==> config.mk <==
export PLATFORM = sky130hd
export DESIGN_NAME = mai_cell
export DESIGN_NICKNAME = d
export VERILOG_FILES = /design/src/assert_macros.svh /design/src/mai_pkg.sv /design/src/mai_cell.sv
export SDC_FILE = /design/constraint.sdc
export NUM_CORES = 1
export LEC_CHECK = 0
export ABC_CLOCK_PERIOD_IN_PS = 800
export BUFFER_PORTS_ARGS = -buffer_cell sky130_fd_sc_hd__clkbuf_2
export CAP_MARGIN = 40
export CORE_ASPECT_RATIO = 0.6
export CORE_UTILIZATION = 42
export DETAILED_ROUTE_END_ITERATION = 8
export GPL_ROUTABILITY_DRIVEN = 1
export GPL_TIMING_DRIVEN = 1
export PLACE_DENSITY_LB_ADDON = 0.08
export SLEW_MARGIN = 30
export SYNTH_ARGS = -nofsm -noshare
export SYNTH_HDL_FRONTEND = slang
export SYNTH_SLANG_ARGS = --single-unit
==> constraint.sdc <==
create_clock -name clock -period 0.8 [get_ports clock]
set_input_delay 0.04 -clock clock [delete_from_list [all_inputs] [get_ports clock]]
set_output_delay 0.04 -clock clock [all_outputs]
set_load 0.02 [all_outputs]
==> src/assert_macros.svh <==
`ifndef ASSERT_MACROS_SVH
`define ASSERT_MACROS_SVH

// checks that a condition seen at one edge is followed by a result at the next
`define ASSERT_NEXT(label, ante, cons, msg) \
   label: assert property (@(posedge clock) disable iff (reset) (ante) |=> (cons)) \
      else $error(msg);

// checks a condition that must hold in the same cycle
`define ASSERT_IMPLIES(label, ante, cons, msg) \
   label: assert property (@(posedge clock) disable iff (reset) (ante) |-> (cons)) \
      else $error(msg);

`endif

==> src/mai_pkg.sv <==
package mai_pkg;

   localparam int PRICE_W = 32;

   localparam int SHORT_WINDOW = 10;
   localparam int MID_WINDOW = 25;
   localparam int LONG_WINDOW = 50;
   localparam int EXP_PERIOD = 5;

   localparam int MAX_SM = (SHORT_WINDOW > MID_WINDOW) ? SHORT_WINDOW : MID_WINDOW;
   localparam int MAX_LE = (LONG_WINDOW > EXP_PERIOD) ? LONG_WINDOW : EXP_PERIOD;
   localparam int MAX_WINDOW = (MAX_SM > MAX_LE) ? MAX_SM : MAX_LE;
   localparam int HIST_DEPTH = MAX_WINDOW;

   // one above the widest window so the reseed compare never sticks
   localparam int COUNT_MAX = MAX_WINDOW + 1;
   localparam int COUNT_W = $clog2(COUNT_MAX + 1);

   localparam int SUM_W = PRICE_W + $clog2(MAX_WINDOW);
   localparam int RECIP_W = SUM_W + 1;
   localparam int DIV_SPLIT = (RECIP_W + 1) / 2;
   localparam int RECIP_HI_W = RECIP_W - DIV_SPLIT;
   localparam int PROD_W = SUM_W + RECIP_W;

   localparam int NUM_LANES = 4;
   localparam int LANE_SHORT = 0;
   localparam int LANE_MID = 1;
   localparam int LANE_LONG = 2;
   localparam int LANE_SEED = 3;

   localparam int LANE_WIN [NUM_LANES] = '{SHORT_WINDOW, MID_WINDOW, LONG_WINDOW, EXP_PERIOD};
   localparam int LANE_SHIFT [NUM_LANES] = '{
      $clog2(SHORT_WINDOW), $clog2(MID_WINDOW), $clog2(LONG_WINDOW), $clog2(EXP_PERIOD)
   };

   // ceil(2^(SUM_W+shift) / window): exact truncating quotient for any sum below 2^SUM_W
   localparam logic [RECIP_W-1:0] LANE_RECIP [NUM_LANES] = '{
      RECIP_W'(((64'd1 << (SUM_W + $clog2(SHORT_WINDOW))) + 64'(SHORT_WINDOW - 1))
         / 64'(SHORT_WINDOW)),
      RECIP_W'(((64'd1 << (SUM_W + $clog2(MID_WINDOW))) + 64'(MID_WINDOW - 1))
         / 64'(MID_WINDOW)),
      RECIP_W'(((64'd1 << (SUM_W + $clog2(LONG_WINDOW))) + 64'(LONG_WINDOW - 1))
         / 64'(LONG_WINDOW)),
      RECIP_W'(((64'd1 << (SUM_W + $clog2(EXP_PERIOD))) + 64'(EXP_PERIOD - 1))
         / 64'(EXP_PERIOD))
   };

   // ema step: prev + floor(2*(price - prev) / EMA_DIV), biased to stay non-negative
   localparam int EMA_DIV = EXP_PERIOD + 1;
   localparam int EMA_SHIFT = $clog2(EMA_DIV);
   localparam int EMA_W = PRICE_W + 3;
   localparam int EMA_RECIP_W = EMA_W + 1;
   localparam int EMA_PROD_W = EMA_W + EMA_RECIP_W;
   localparam int EMA_Q_W = EMA_W - EMA_SHIFT + 1;
   localparam logic [EMA_RECIP_W-1:0] EMA_RECIP =
      EMA_RECIP_W'(((64'd1 << (EMA_W + EMA_SHIFT)) + 64'(EMA_DIV - 1)) / 64'(EMA_DIV));
   localparam logic [EMA_W-1:0] EMA_BIAS_Q =
      EMA_W'(((64'd1 << (PRICE_W + 1)) + 64'(EMA_DIV - 1)) / 64'(EMA_DIV));
   localparam logic [EMA_W-1:0] EMA_BIAS = EMA_W'(64'(EMA_BIAS_Q) * 64'(EMA_DIV));

   typedef struct packed {
      logic [PRICE_W-1:0] close_price;
      logic               start_series;
   } req_type;

   typedef struct packed {
      logic [PRICE_W-1:0] short_average;
      logic [PRICE_W-1:0] mid_average;
      logic [PRICE_W-1:0] long_average;
      logic [PRICE_W-1:0] exp_average;
   } rsp_type;

   typedef logic [NUM_LANES-1:0][SUM_W-1:0] sum_vec_type;
   typedef logic [NUM_LANES-1:0][PRICE_W-1:0] quot_vec_type;

   typedef struct packed {
      logic [PRICE_W-1:0] price;
      logic [COUNT_W-1:0] count;
   } item_meta_type;

   typedef struct packed {
      logic load_a;
      logic load_b;
   } div_ctrl_type;

   typedef struct packed {
      logic               advance;
      logic [PRICE_W-1:0] price;
      logic [COUNT_W-1:0] count;
      logic [PRICE_W-1:0] seed_mean;
   } ema_ctrl_type;

endpackage

==> src/mai_cell.sv <==
module mai_cell (
   input  logic                        clock,
   input  logic                        shift,
   input  logic [mai_pkg::PRICE_W-1:0] chain_in,
   output logic [mai_pkg::PRICE_W-1:0] chain_out
);
   import mai_pkg::*;

   logic [PRICE_W-1:0] held_ff;
   logic [PRICE_W-1:0] held_in;

   always_comb begin
      held_in = shift ? chain_in : held_ff;
   end

   always_ff @(posedge clock) begin
      held_ff <= held_in;
   end

   assign chain_out = held_ff;

endmodule

Word-level counts from Yosys, hierarchy flattened
Index checks and enable logic that the tools add are counted.
- register bits after elaboration: 32
- input bits: 34
- word-level logic and storage cells: 1

Longest topological paths before layout
- depth in word-level cells: 0
- mapped depth: 0
- gate-level depth less buffers: 0

Worst setup path after synthesis
No wires, ideal clock.
- path kind: register to output
- start: register held_ff[0], in the netlist chain_out[0]
- end: output chain_out[0] (netlist bit)
- data arrival time: 0.449 ns
- data required time: 0.760 ns
- slack: 0.311 ns
- stages on the path, launching flop included: 1
- buffers on the path: 0
- path through: edfxtp_1
- RTL lines (what ; line ; source):
    from (decl) ; mai_cell.sv:9 ; logic [PRICE_W-1:0] held_ff;
    from (signal assigned) ; mai_cell.sv:17 ; held_ff <= held_in;
    to (decl) ; mai_cell.sv:5 ; output logic [mai_pkg::PRICE_W-1:0] chain_out
No word-level cell between the ends.

Worst setup path after layout
- start: register held_ff[29], in the netlist chain_out[29]
- end: output chain_out[29] (netlist bit)
No word-level cell between the ends.

==> results.cfg <==
[placed_design]
gp_congestion = 0.647
hpwlAfterDp_um = 1160
numPortBuffers = 65
pre_cts_slack_ns = 0.141
dp_cells = 127
placed_cell_area_mm2 = 0.00135

[detailed_routing]
wl_per_cell_um = 19.3
drtIter0Drc = 21
drt_pass1_iterations = 4
antenna_left = 0
drc = 0
wl_um = 3230
via_per_inst = 4.58
vias = 765

[critical_path]
max_stage_delay_ns = 0.43
path_class = flip-flop to output port
endpoint = chain_out[29]
path_depth = 1
setup.worst_path.start = chain_out[29]$_DFFE_PP_
critPathMaxFanout = 1
path_cells = buf_6
cp.buffers_inverters = 1
cp.arrival_ns = 0.86
path_delay_family = flip-flops
cpMaxStageDelayCell = edfxtp_1
required_ns = 0.76
start_kind = flip-flop
cp-end-kind = output port

[timing]
setup_viol = 32
period_minus_slack_ns = 0.905
rsz0062_at_grt = true
setup_slack_ns = -0.105
final_max_slew_viol_count = 0
worst_pin_slew_ns = 0.150
max_freq_mhz = 1110
period_share_pct = 113
hold_slack_ns = 0.175
max_slew_margin_pct = 90.0
hold_violations = 0

[grt]
grt_max_degree = 29
antenna_found_initial = 0
grt_pass1_vias = 698
grt-ovfl-total = 0
grt_use_total_pct = 19.0
grt_pass1_wl_um = 3150

[pwr]
swShare_pct = 24.2
p_sw_mw = 0.942
comb_power_share_pct = 17.1
internal-power_mw = 2.95
ir_drop_uv = 1870
clock_power_share_pct = 30.0
total_power_mw = 3.89
p_seq_share_pct = 53.0
powerDensity_mw_per_mm2 = 2070
p_leak_nw = 0.808

[synth]
ys_warn_count = 0
synthesis.nets = 66
synth_seq_cells = 32
ys_seq_area_share_pct = 100
synth_cell_types = 1
netlist_area_um2 = 961
syn_avg_cell_area_um2 = 30.0
netlist_instances = 32

[finish]
multi_input_area_um2 = 0
layout_commonest_cell = clkbuf_2
final_area_mm2 = 0.00188
final_cell_mix = clkbuf_2 (33), edfxtp_1 (32), dlygate4sd3_1 (32), buf_6 (21), buf_2 (11)
drive_gt1_share_pct = 51.8
multi_input_gates = 0
n_antenna_cell = 0
nets = 172
num-fill-cells = 58
syn_to_final_growth_pct = 95.7
largest_reg_flops = 32
stdcell_count = 167

[status]
status = finished, violations left
violations = negative setup slack

[clock_tree]
htree_levels = 2
cts_buffer_depth = 2
cts_made_buffers = 5
cts_tree = yes
root_buffer = clkbuf_8
cts_sinks = 32
clkSlewWorstSetupHoldPaths_ns = 0.06

[die]
io_pins = 66
die_h_um = 39.1
rows = 12
start_util_pct = 48.1
core_mm2 = 0.00200
dieArea_mm2 = 0.00249
die_w_um = 63.8

[worst_hold_path]
holdCritPathClass = input pin to flip-flop

[flow_run]
max_cap_viol_count = 0
-- worst min path at each step --
stage	start	to	slack, ns	cells past startpoint
2_1_floorplan	chain_in[0]	chain_out[0]$_DFFE_PP_	0.14	0
6_report	shift	chain_out[5]$_DFFE_PP_	0.18	2
3_3_place_gp	chain_in[17]	chain_out[17]$_DFFE_PP_	0.22	1
4_1_cts	shift	chain_out[29]$_DFFE_PP_	0.14	2
3_5_place_dp	chain_in[27]	chain_out[27]$_DFFE_PP_	0.22	1
5_1_grt	shift	chain_out[5]$_DFFE_PP_	0.17	2
-- metrics by stage --
step / TNS, ns / utilization, %
after floorplan: 0 / -
after global placement: 0 / 67.5
after detailed placement: 0 / 67.5
after CTS: -1.22 / 87.6
after global routing: -2.53 / 94.2
final: -1.82 / 94.2
-- cell usage after synthesis --
cell / instances / area share (%)
edfxtp_1: 32 / 100
-- cells by family after synthesis --
family	synth area share, %
flops	100
-- per-layer routing --
metal	share of wire (%)	global-route usage, %	up-vias
met5	0	0	-
met4	2.8	3.41	0
met3	10	10.9	11
met2	52	32.2	58
met1	35	21.5	357
li1	-	-	339
-- power by group through the flow --
| stage | clock network, mW | logic, mW | registers, mW |
|---|---|---|---|
| finish | 1.17 | 0.665 | 2.06 |
| global route | 1.23 | 0.689 | 2.07 |
| CTS | 1.13 | 0.533 | 2.03 |
| detailed placement | 0 | 0.412 | 2.06 |
| global placement | 0 | 0.409 | 2.06 |
| floorplan | 0 | 0 | 2.24 |
-- what timing repair did --
item,4_1_cts,5_1_grt
setup buffers,0,0
setup endpoints to repair,32,32
hold buffers,32,0
hold endpoints to repair,32,0
resized for setup,0,75
-- layout make-up --
class / instances / area [um^2] / area share, %
clock inverter: 1 / 3.75 / 0.200
timing repair buffer: 99 / 805 / 42.8
tap: 28 / 35.0 / 1.86
sequential: 32 / 961 / 51.1
clock buffer: 7 / 76.3 / 4.06
No activity file was read; power rests on OpenSTA's default activity.
