[src/assert_macros.svh]
`ifndef ASSERT_MACROS_SVH
`define ASSERT_MACROS_SVH

// checks that a condition seen at one edge is followed by a result at the next
`define ASSERT_NEXT(label, ante, cons, msg) \
   label: assert property (@(posedge clock) disable iff (reset) (ante) |=> (cons)) \
      else $error(msg);

// checks a condition that must hold in the same cycle
`define ASSERT_IMPLIES(label, ante, cons, msg) \
   label: assert property (@(posedge clock) disable iff (reset) (ante) |-> (cons)) \
      else $error(msg);

`endif

[src/mai_pkg.sv]
package mai_pkg;

   localparam int PRICE_W = 32;

   localparam int SHORT_WINDOW = 10;
   localparam int MID_WINDOW = 25;
   localparam int LONG_WINDOW = 50;
   localparam int EXP_PERIOD = 5;

   localparam int MAX_SM = (SHORT_WINDOW > MID_WINDOW) ? SHORT_WINDOW : MID_WINDOW;
   localparam int MAX_LE = (LONG_WINDOW > EXP_PERIOD) ? LONG_WINDOW : EXP_PERIOD;
   localparam int MAX_WINDOW = (MAX_SM > MAX_LE) ? MAX_SM : MAX_LE;
   localparam int HIST_DEPTH = MAX_WINDOW;

   // one above the widest window so the reseed compare never sticks
   localparam int COUNT_MAX = MAX_WINDOW + 1;
   localparam int COUNT_W = $clog2(COUNT_MAX + 1);

   localparam int SUM_W = PRICE_W + $clog2(MAX_WINDOW);
   localparam int RECIP_W = SUM_W + 1;
   localparam int DIV_SPLIT = (RECIP_W + 1) / 2;
   localparam int RECIP_HI_W = RECIP_W - DIV_SPLIT;
   localparam int PROD_W = SUM_W + RECIP_W;

   localparam int NUM_LANES = 4;
   localparam int LANE_SHORT = 0;
   localparam int LANE_MID = 1;
   localparam int LANE_LONG = 2;
   localparam int LANE_SEED = 3;

   localparam int LANE_WIN [NUM_LANES] = '{SHORT_WINDOW, MID_WINDOW, LONG_WINDOW, EXP_PERIOD};
   localparam int LANE_SHIFT [NUM_LANES] = '{
      $clog2(SHORT_WINDOW), $clog2(MID_WINDOW), $clog2(LONG_WINDOW), $clog2(EXP_PERIOD)
   };

   // ceil(2^(SUM_W+shift) / window): exact truncating quotient for any sum below 2^SUM_W
   localparam logic [RECIP_W-1:0] LANE_RECIP [NUM_LANES] = '{
      RECIP_W'(((64'd1 << (SUM_W + $clog2(SHORT_WINDOW))) + 64'(SHORT_WINDOW - 1))
         / 64'(SHORT_WINDOW)),
      RECIP_W'(((64'd1 << (SUM_W + $clog2(MID_WINDOW))) + 64'(MID_WINDOW - 1))
         / 64'(MID_WINDOW)),
      RECIP_W'(((64'd1 << (SUM_W + $clog2(LONG_WINDOW))) + 64'(LONG_WINDOW - 1))
         / 64'(LONG_WINDOW)),
      RECIP_W'(((64'd1 << (SUM_W + $clog2(EXP_PERIOD))) + 64'(EXP_PERIOD - 1))
         / 64'(EXP_PERIOD))
   };

   // ema step: prev + floor(2*(price - prev) / EMA_DIV), biased to stay non-negative
   localparam int EMA_DIV = EXP_PERIOD + 1;
   localparam int EMA_SHIFT = $clog2(EMA_DIV);
   localparam int EMA_W = PRICE_W + 3;
   localparam int EMA_RECIP_W = EMA_W + 1;
   localparam int EMA_PROD_W = EMA_W + EMA_RECIP_W;
   localparam int EMA_Q_W = EMA_W - EMA_SHIFT + 1;
   localparam logic [EMA_RECIP_W-1:0] EMA_RECIP =
      EMA_RECIP_W'(((64'd1 << (EMA_W + EMA_SHIFT)) + 64'(EMA_DIV - 1)) / 64'(EMA_DIV));
   localparam logic [EMA_W-1:0] EMA_BIAS_Q =
      EMA_W'(((64'd1 << (PRICE_W + 1)) + 64'(EMA_DIV - 1)) / 64'(EMA_DIV));
   localparam logic [EMA_W-1:0] EMA_BIAS = EMA_W'(64'(EMA_BIAS_Q) * 64'(EMA_DIV));

   typedef struct packed {
      logic [PRICE_W-1:0] close_price;
      logic               start_series;
   } req_type;

   typedef struct packed {
      logic [PRICE_W-1:0] short_average;
      logic [PRICE_W-1:0] mid_average;
      logic [PRICE_W-1:0] long_average;
      logic [PRICE_W-1:0] exp_average;
   } rsp_type;

   typedef logic [NUM_LANES-1:0][SUM_W-1:0] sum_vec_type;
   typedef logic [NUM_LANES-1:0][PRICE_W-1:0] quot_vec_type;

   typedef struct packed {
      logic [PRICE_W-1:0] price;
      logic [COUNT_W-1:0] count;
   } item_meta_type;

   typedef struct packed {
      logic load_a;
      logic load_b;
   } div_ctrl_type;

   typedef struct packed {
      logic               advance;
      logic [PRICE_W-1:0] price;
      logic [COUNT_W-1:0] count;
      logic [PRICE_W-1:0] seed_mean;
   } ema_ctrl_type;

endpackage

[src/mai_ema.sv]
module mai_ema (
   input  logic                        clock,
   input  mai_pkg::ema_ctrl_type       ctrl,
   output logic [mai_pkg::PRICE_W-1:0] exp_average
);
   import mai_pkg::*;

   logic [PRICE_W-1:0]    exp_ff;
   logic [PRICE_W-1:0]    exp_in;
   logic [PRICE_W-1:0]    seed_ff;
   logic [PRICE_W-1:0]    seed_in;
   logic                  active;
   logic                  reseed;
   logic [PRICE_W-1:0]    prev;
   logic [EMA_W-1:0]      biased;
   logic [EMA_PROD_W-1:0] prod;
   logic [EMA_Q_W-1:0]    quot;
   logic [EMA_W-1:0]      step;

   always_comb begin
      active = ctrl.count >= COUNT_W'(EXP_PERIOD);
      reseed = ctrl.count == COUNT_W'(EXP_PERIOD);
      // on the first ema sample the previous value is the seed mean of the beat before
      prev   = reseed ? seed_ff : exp_ff;
      biased = EMA_W'({ctrl.price, 1'b0}) - EMA_W'({prev, 1'b0}) + EMA_BIAS;
      prod   = EMA_PROD_W'(biased) * EMA_PROD_W'(EMA_RECIP);
      quot   = prod[EMA_W+EMA_SHIFT +: EMA_Q_W];
      step   = EMA_W'(prev) + EMA_W'(quot) - EMA_BIAS_Q;

      exp_average = active ? step[PRICE_W-1:0] : '0;
      exp_in      = (ctrl.advance && active) ? step[PRICE_W-1:0] : exp_ff;
      seed_in     = ctrl.advance ? ctrl.seed_mean : seed_ff;
   end

   always_ff @(posedge clock) begin
      exp_ff  <= exp_in;
      seed_ff <= seed_in;
   end

endmodule

[config.mk]
export PLATFORM = sky130hd
export DESIGN_NAME = mai_ema
export DESIGN_NICKNAME = d
export VERILOG_FILES = /design/src/assert_macros.svh /design/src/mai_pkg.sv /design/src/mai_ema.sv
export SDC_FILE = /design/constraint.sdc
export NUM_CORES = 1
export LEC_CHECK = 0
export ABC_AREA = 1
export BUFFER_PORTS_ARGS = -buffer_cell sky130_fd_sc_hd__buf_4
export CAP_MARGIN = 30
export CORE_MARGIN = 8
export CORE_UTILIZATION = 29
export CTS_CLUSTER_SIZE = 12
export DETAILED_ROUTE_END_ITERATION = 16
export HOLD_SLACK_MARGIN = 0.05
export PLACE_DENSITY = 0.45
export SETUP_SLACK_MARGIN = 0.3
export SYNTH_ARGS = -nofsm -noshare
export SYNTH_HDL_FRONTEND = slang
export SYNTH_SLANG_ARGS = --single-unit
[constraint.sdc]
create_clock -name clock -period 20.5 [get_ports clock]
set_input_delay 4.1 -clock clock [delete_from_list [all_inputs] [get_ports clock]]
set_output_delay 4.1 -clock clock [all_outputs]
set_load 0.005 [all_outputs]
* After elaboration in Yosys (flattened, before gate mapping)
Index checks and enable logic that the tools add are counted.
** Storage, ports and cells
- Register bits :: 64
- Bits of input ports :: 72
- Output and inout bits :: 32
- Logic and storage cells :: 12
** Operators by class
- Add/subtract/negate cells :: 4
- $mul :: 1
- $lt $le $gt $ge :: 1
- Equality and inequality tests :: 1
- Muxes and demuxes :: 2
- Reduce and logical (&&, ||, !) cells :: 1
** Operators with widths (count)
- $mul A35 B36 Y70 const B :: 1
- $mux W32 :: 2
- $add A35 B34 Y35 const B :: 1
- $sub A33 B33 Y34 :: 1
- $add A32 B32 Y32 :: 1
- $sub A32 B31 Y32 const B :: 1
- $eq A6 B3 Y1 const B :: 1
- $ge A6 B3 Y1 const B :: 1
- $logic_and A1 B1 Y1 :: 1

* Depth between registers and ports, before layout
- Depth after elaboration :: 8
- Mapped depth :: 76
- Gate-level depth less buffers :: 73

* Worst setup path after synthesis
No wires, ideal clock.
- Path kind :: input-to-output
- Start :: input port ctrl[36] in the netlist's numbering
- End :: output port exp_average[25] in the netlist's numbering
- Data arrival time :: 16041 ps
- Required time :: 16400 ps
- Slack :: 359 ps
- Stages on the path :: 69
- Buffers on the path :: 2
- Cell sequence :: nor2_4 -> nand2_4 -> nor2_8 -> buf_12 -> clkbuf_1 -> or2_2 -> o21ai_0 -> ha_1 -> inv_1 -> nand2_1 -> nand2_1 -> inv_1 -> ha_1 -> nand3_1 -> nor2_2 -> nand3_2 -> nor2_2 -> nand2_2 -> (+33 left out) -> inv_1 -> fa_1 -> nand3b_1 -> nand2_1 -> a21oi_1 -> o21bai_1 -> a21boi_1 -> o21ai_0 -> nand2_1 -> nand2_1 -> a21oi_1 -> o21ai_1 -> a21oi_1 -> o21bai_1 -> inv_1 -> o21ai_1 -> xor2_1 -> nor2b_1
** Between the ends
- Cells in the longest elaborated chain, start to end :: 8
- Elaborated cells on any way between the ends :: 9
- Classes of those cells :: add/sub: 4; mul: 1; order compare: 1; eq/ne: 1; mux: 2
** Ends and longest elaborated chain
- start, declared :: line mai_ema.sv:3 : input mai_pkg::ema_ctrl_type ctrl,
- $eq A6 B3 Y1 * :: line mai_ema.sv:22 : reseed = ctrl.count == COUNT_W'(EXP_PERIOD);
- $mux W32 * :: line mai_ema.sv:24 : prev = reseed ? seed_ff : exp_ff;
- $sub A33 B33 Y34 :: line mai_ema.sv:25 : biased = EMA_W'({ctrl.price, 1'b0}) - EMA_W'({prev, 1'b0}) + EMA_BIAS;
- $add A35 B34 Y35 :: line mai_ema.sv:25
- $mul A35 B36 Y70 :: line mai_ema.sv:26 : prod = EMA_PROD_W'(biased) * EMA_PROD_W'(EMA_RECIP);
- $add A32 B32 Y32 * :: line mai_ema.sv:28 : step = EMA_W'(prev) + EMA_W'(quot) - EMA_BIAS_Q;
- $sub A32 B31 Y32 * :: line mai_ema.sv:28
- net step[25] :: line mai_ema.sv:18 : logic [EMA_W-1:0] step;
- $mux W32 * :: line mai_ema.sv:30 : exp_average = active ? step[PRICE_W-1:0] : '0;
- end, declared :: line mai_ema.sv:4 : output logic [mai_pkg::PRICE_W-1:0] exp_average
The timed path passes the listed nets; every way through them passes the cells marked *.

* Worst setup path after layout
- Start :: input port ctrl[36] in the netlist's numbering
- End :: output port exp_average[31] in the netlist's numbering
** Between the ends
- Cells in the longest elaborated chain, start to end :: 8
- Elaborated cells on any way between the ends :: 9
- Classes of those cells :: add/sub: 4; mul: 1; order compare: 1; eq/ne: 1; mux: 2
** Ends and longest elaborated chain (line)
- $eq A6 B3 Y1 :: mai_ema.sv:22
- $mux W32 :: mai_ema.sv:24
- $sub A33 B33 Y34 :: mai_ema.sv:25
- $add A35 B34 Y35 :: mai_ema.sv:25
- $mul A35 B36 Y70 :: mai_ema.sv:26
- $add A32 B32 Y32 :: mai_ema.sv:28
- $sub A32 B31 Y32 :: mai_ema.sv:28
- $mux W32 * :: mai_ema.sv:30
Mark *: on every way between the ends. The rest lies on a longest branch, timed or not.

==> out/qor.csv <==
metric;value;unit
outcome;finished, final reports clean;
syn-cell-area;0.02270;sq mm
num_vias;20770;
layout-drive-gt1-share;0.3904;
syn_nets;3657;
synth_mux_area_frac;0.002646;
first_global_vias;21950;
max_stage_delay;0.63;ns
drtPass1Iterations;4;
grt_pass1_wl;119600;microns
layout_min_cycle_time;19.97;ns
hold_class;reg2reg;
area_growth;47.70;%
ant_nets;0;
fmax;0.05009;GHz
finalClockSkew;0.01116;ns
clk_pin_slew;0.05;ns
synth.distinct_cells;57;
synth_top_family_by_area;adder cells;
antenna_cells;0;
drt-wirelength-per-cell;16.06;microns
utilization;0.4327;
synth_ff_type;edfxtp_1;
finalSetupTns;0;ns
grt_util_all_layers;0.1751;
final_max_slew_viol_count;0;
holdWs;0.8776;ns
synth_edf_count;64;
synthXorXnorAreaFrac;0.03501;
clockBufferDepth;2;
ys_ff_latch;64;
synth-seq-area-share;0.08467;
crit_fanout;7;
cp-startpoint;ctrl[36];
syn_area_per_cell;7.837;sq um
drc_errors;0;
instances_no_fill;4790;
hold_viol;0;
critPathLaunchType;input pin;
synthCells;2896;
crit_arrival;15.87;ns
cts_hold_buffers;0;
cts_tree;yes;
hp-start;exp_ff[0]$_DFFE_PP_;
io_buffers;103;
routed_wl;76950;microns
worst_ep_required_time;16.40;ns
core_area;0.07747;sq mm
vias_per_cell;4.337;
rsz0062_at_grt;true;
grt_max_degree;34;
io_pins;104;
cts_sinks;64;
slowest_stage;fa_2;
globalplace.congestion;0.8992;
dpl.cell_count;4684;
antenna_found_initial;0;
criticalPathCategory;in2out;
htreeDepth;3;
initial_utilization;0.2930;
async_flop_share;0;
die_w;295.8;microns
synth-simple-area-share;0.1822;
clkLatencyLatePin;0.36;ns
drv_cap;0;
cts_buffers;9;
num-fill-cells;7949;
setup_viol;0;
path_common_cell;buf_4;
regToRegStartpoint;seed_ff[12]$_DFFE_PP_;
layout.nets;4507;
rows;102;
yosysWarnings;0;
drt_iter0_drc;703;
end_kind;output pin;
dieHeight;295.8;microns
cts_root_buf;clkbuf_16;
dp_hpwl;68820;microns
synth_adder_area_share;0.4781;
dieArea;0.08747;sq mm
relSlewSlack;0.4969;
min_period_over_period;0.9739;
tightest_slew;0.7538;ns
synth_compound_area_frac;0.08026;
grt_overflow;0;
-- final timing paths --
check / to / slack [ns] / cells past startpoint
worst min-delay path: exp_ff[0]$_DFFE_PP_ / 0.88 / 4
worst max register to register: exp_ff[31]$_DFFE_PP_ / 8.93 / 64
worst max-delay path: exp_average[31] / 0.53 / 65
worst min register to register: exp_ff[0]$_DFFE_PP_ / 0.88 / 4
-- state kept, by name (all words and copies together) (netlist names) --
| name | count |
|---|---|
| seed_ff | 32 |
| exp_ff | 32 |
-- cells in the final DEF, fill, tap and decap left out, drive strengths merged, types with 10 or more instances in the layout --
master  count
buf       845
inv       811
nand2     508
ha        392
fa        297
nor2      197
a21oi     166
o21ai     108
nand3     105
edfxtp     64
xor2       58
xnor2      31
nand4      23
nor3       21
o21a       15
clkbuf     13
nand3b     12
nor4       10
-- area by class of cell --
class                   count  area, sq um  share of cell area
flip-flops and latches     64         1922             0.05733
multi-input cells        2010        20330              0.6065
clock inverters             4        46.29            0.001381
repair buffers            847         6615              0.1973
inverters                 814         3073             0.09167
clock buffers              11        232.7            0.006942
well taps                1040         1301             0.03882
-- timing repair --
item / CTS / global route
cloned: 1 / 2
buffers inserted: 36 / 52
pin swaps: 130 / 211
setup endpoints to repair: 20 / 18
gates resized for setup: 243 / 427
-- worst max-delay path, delay by kind of cell --
family / cells / cell delay (ns)
fa+ha+maj: 12 / 5.10
simple gates: 23 / 2.56
buf+inv: 18 / 1.89
compound gates: 7 / 1.05
mux: 1 / 0.27
xor+xnor: 4 / 0.82
-- synth_stat cells, drive strengths merged, types with 15 or more instances --
cell type	count	share of area
xnor2	31	0.012
o21ai	108	0.024
edfxtp	64	0.085
nand4	23	0.0063
nand3	104	0.029
xor2	58	0.023
o21a	15	0.0050
inv	811	0.13
a21oi	166	0.037
ha	392	0.22
fa	297	0.26
nor3	21	0.0053
nand2	508	0.090
nor2	197	0.038
-- routing by layer --
| metal | global-route usage | share of wire | vias to the layer above |
|---|---|---|---|
| li1 | - | - | 10660 |
| met1 | 0.2327 | 0.46 | 9807 |
| met2 | 0.3057 | 0.49 | 237 |
| met3 | 0.01572 | 0.023 | 70 |
| met4 | 0.04192 | 0.022 | 0 |
| met5 | 0 | 0 | - |
-- cell families (layout without fill, tap and decap cells) --
family	Yosys count	in the layout
AOI/OAI and AO/OA	331	331
adders and majority gates	689	689
buffers and inverters	823	1676
DFF	64	64
and+or+nand+nor	894	895
xor gates and xnor gates	89	89
muxes	6	6
-- stage by stage --
stage	area [sq um]	worst slack, ns
3_5_place_dp	29740	-0.9570
5_1_grt	33520	-0.009861
6_report	33520	0.5347
4_1_cts	31300	0.2936
3_3_place_gp	29690	-0.9564
2_1_floorplan	22700	0.3585
Power is left out: the tool's default activity adds up to more than one toggle a clock period on the data nets, which glitch-free logic cannot reach.
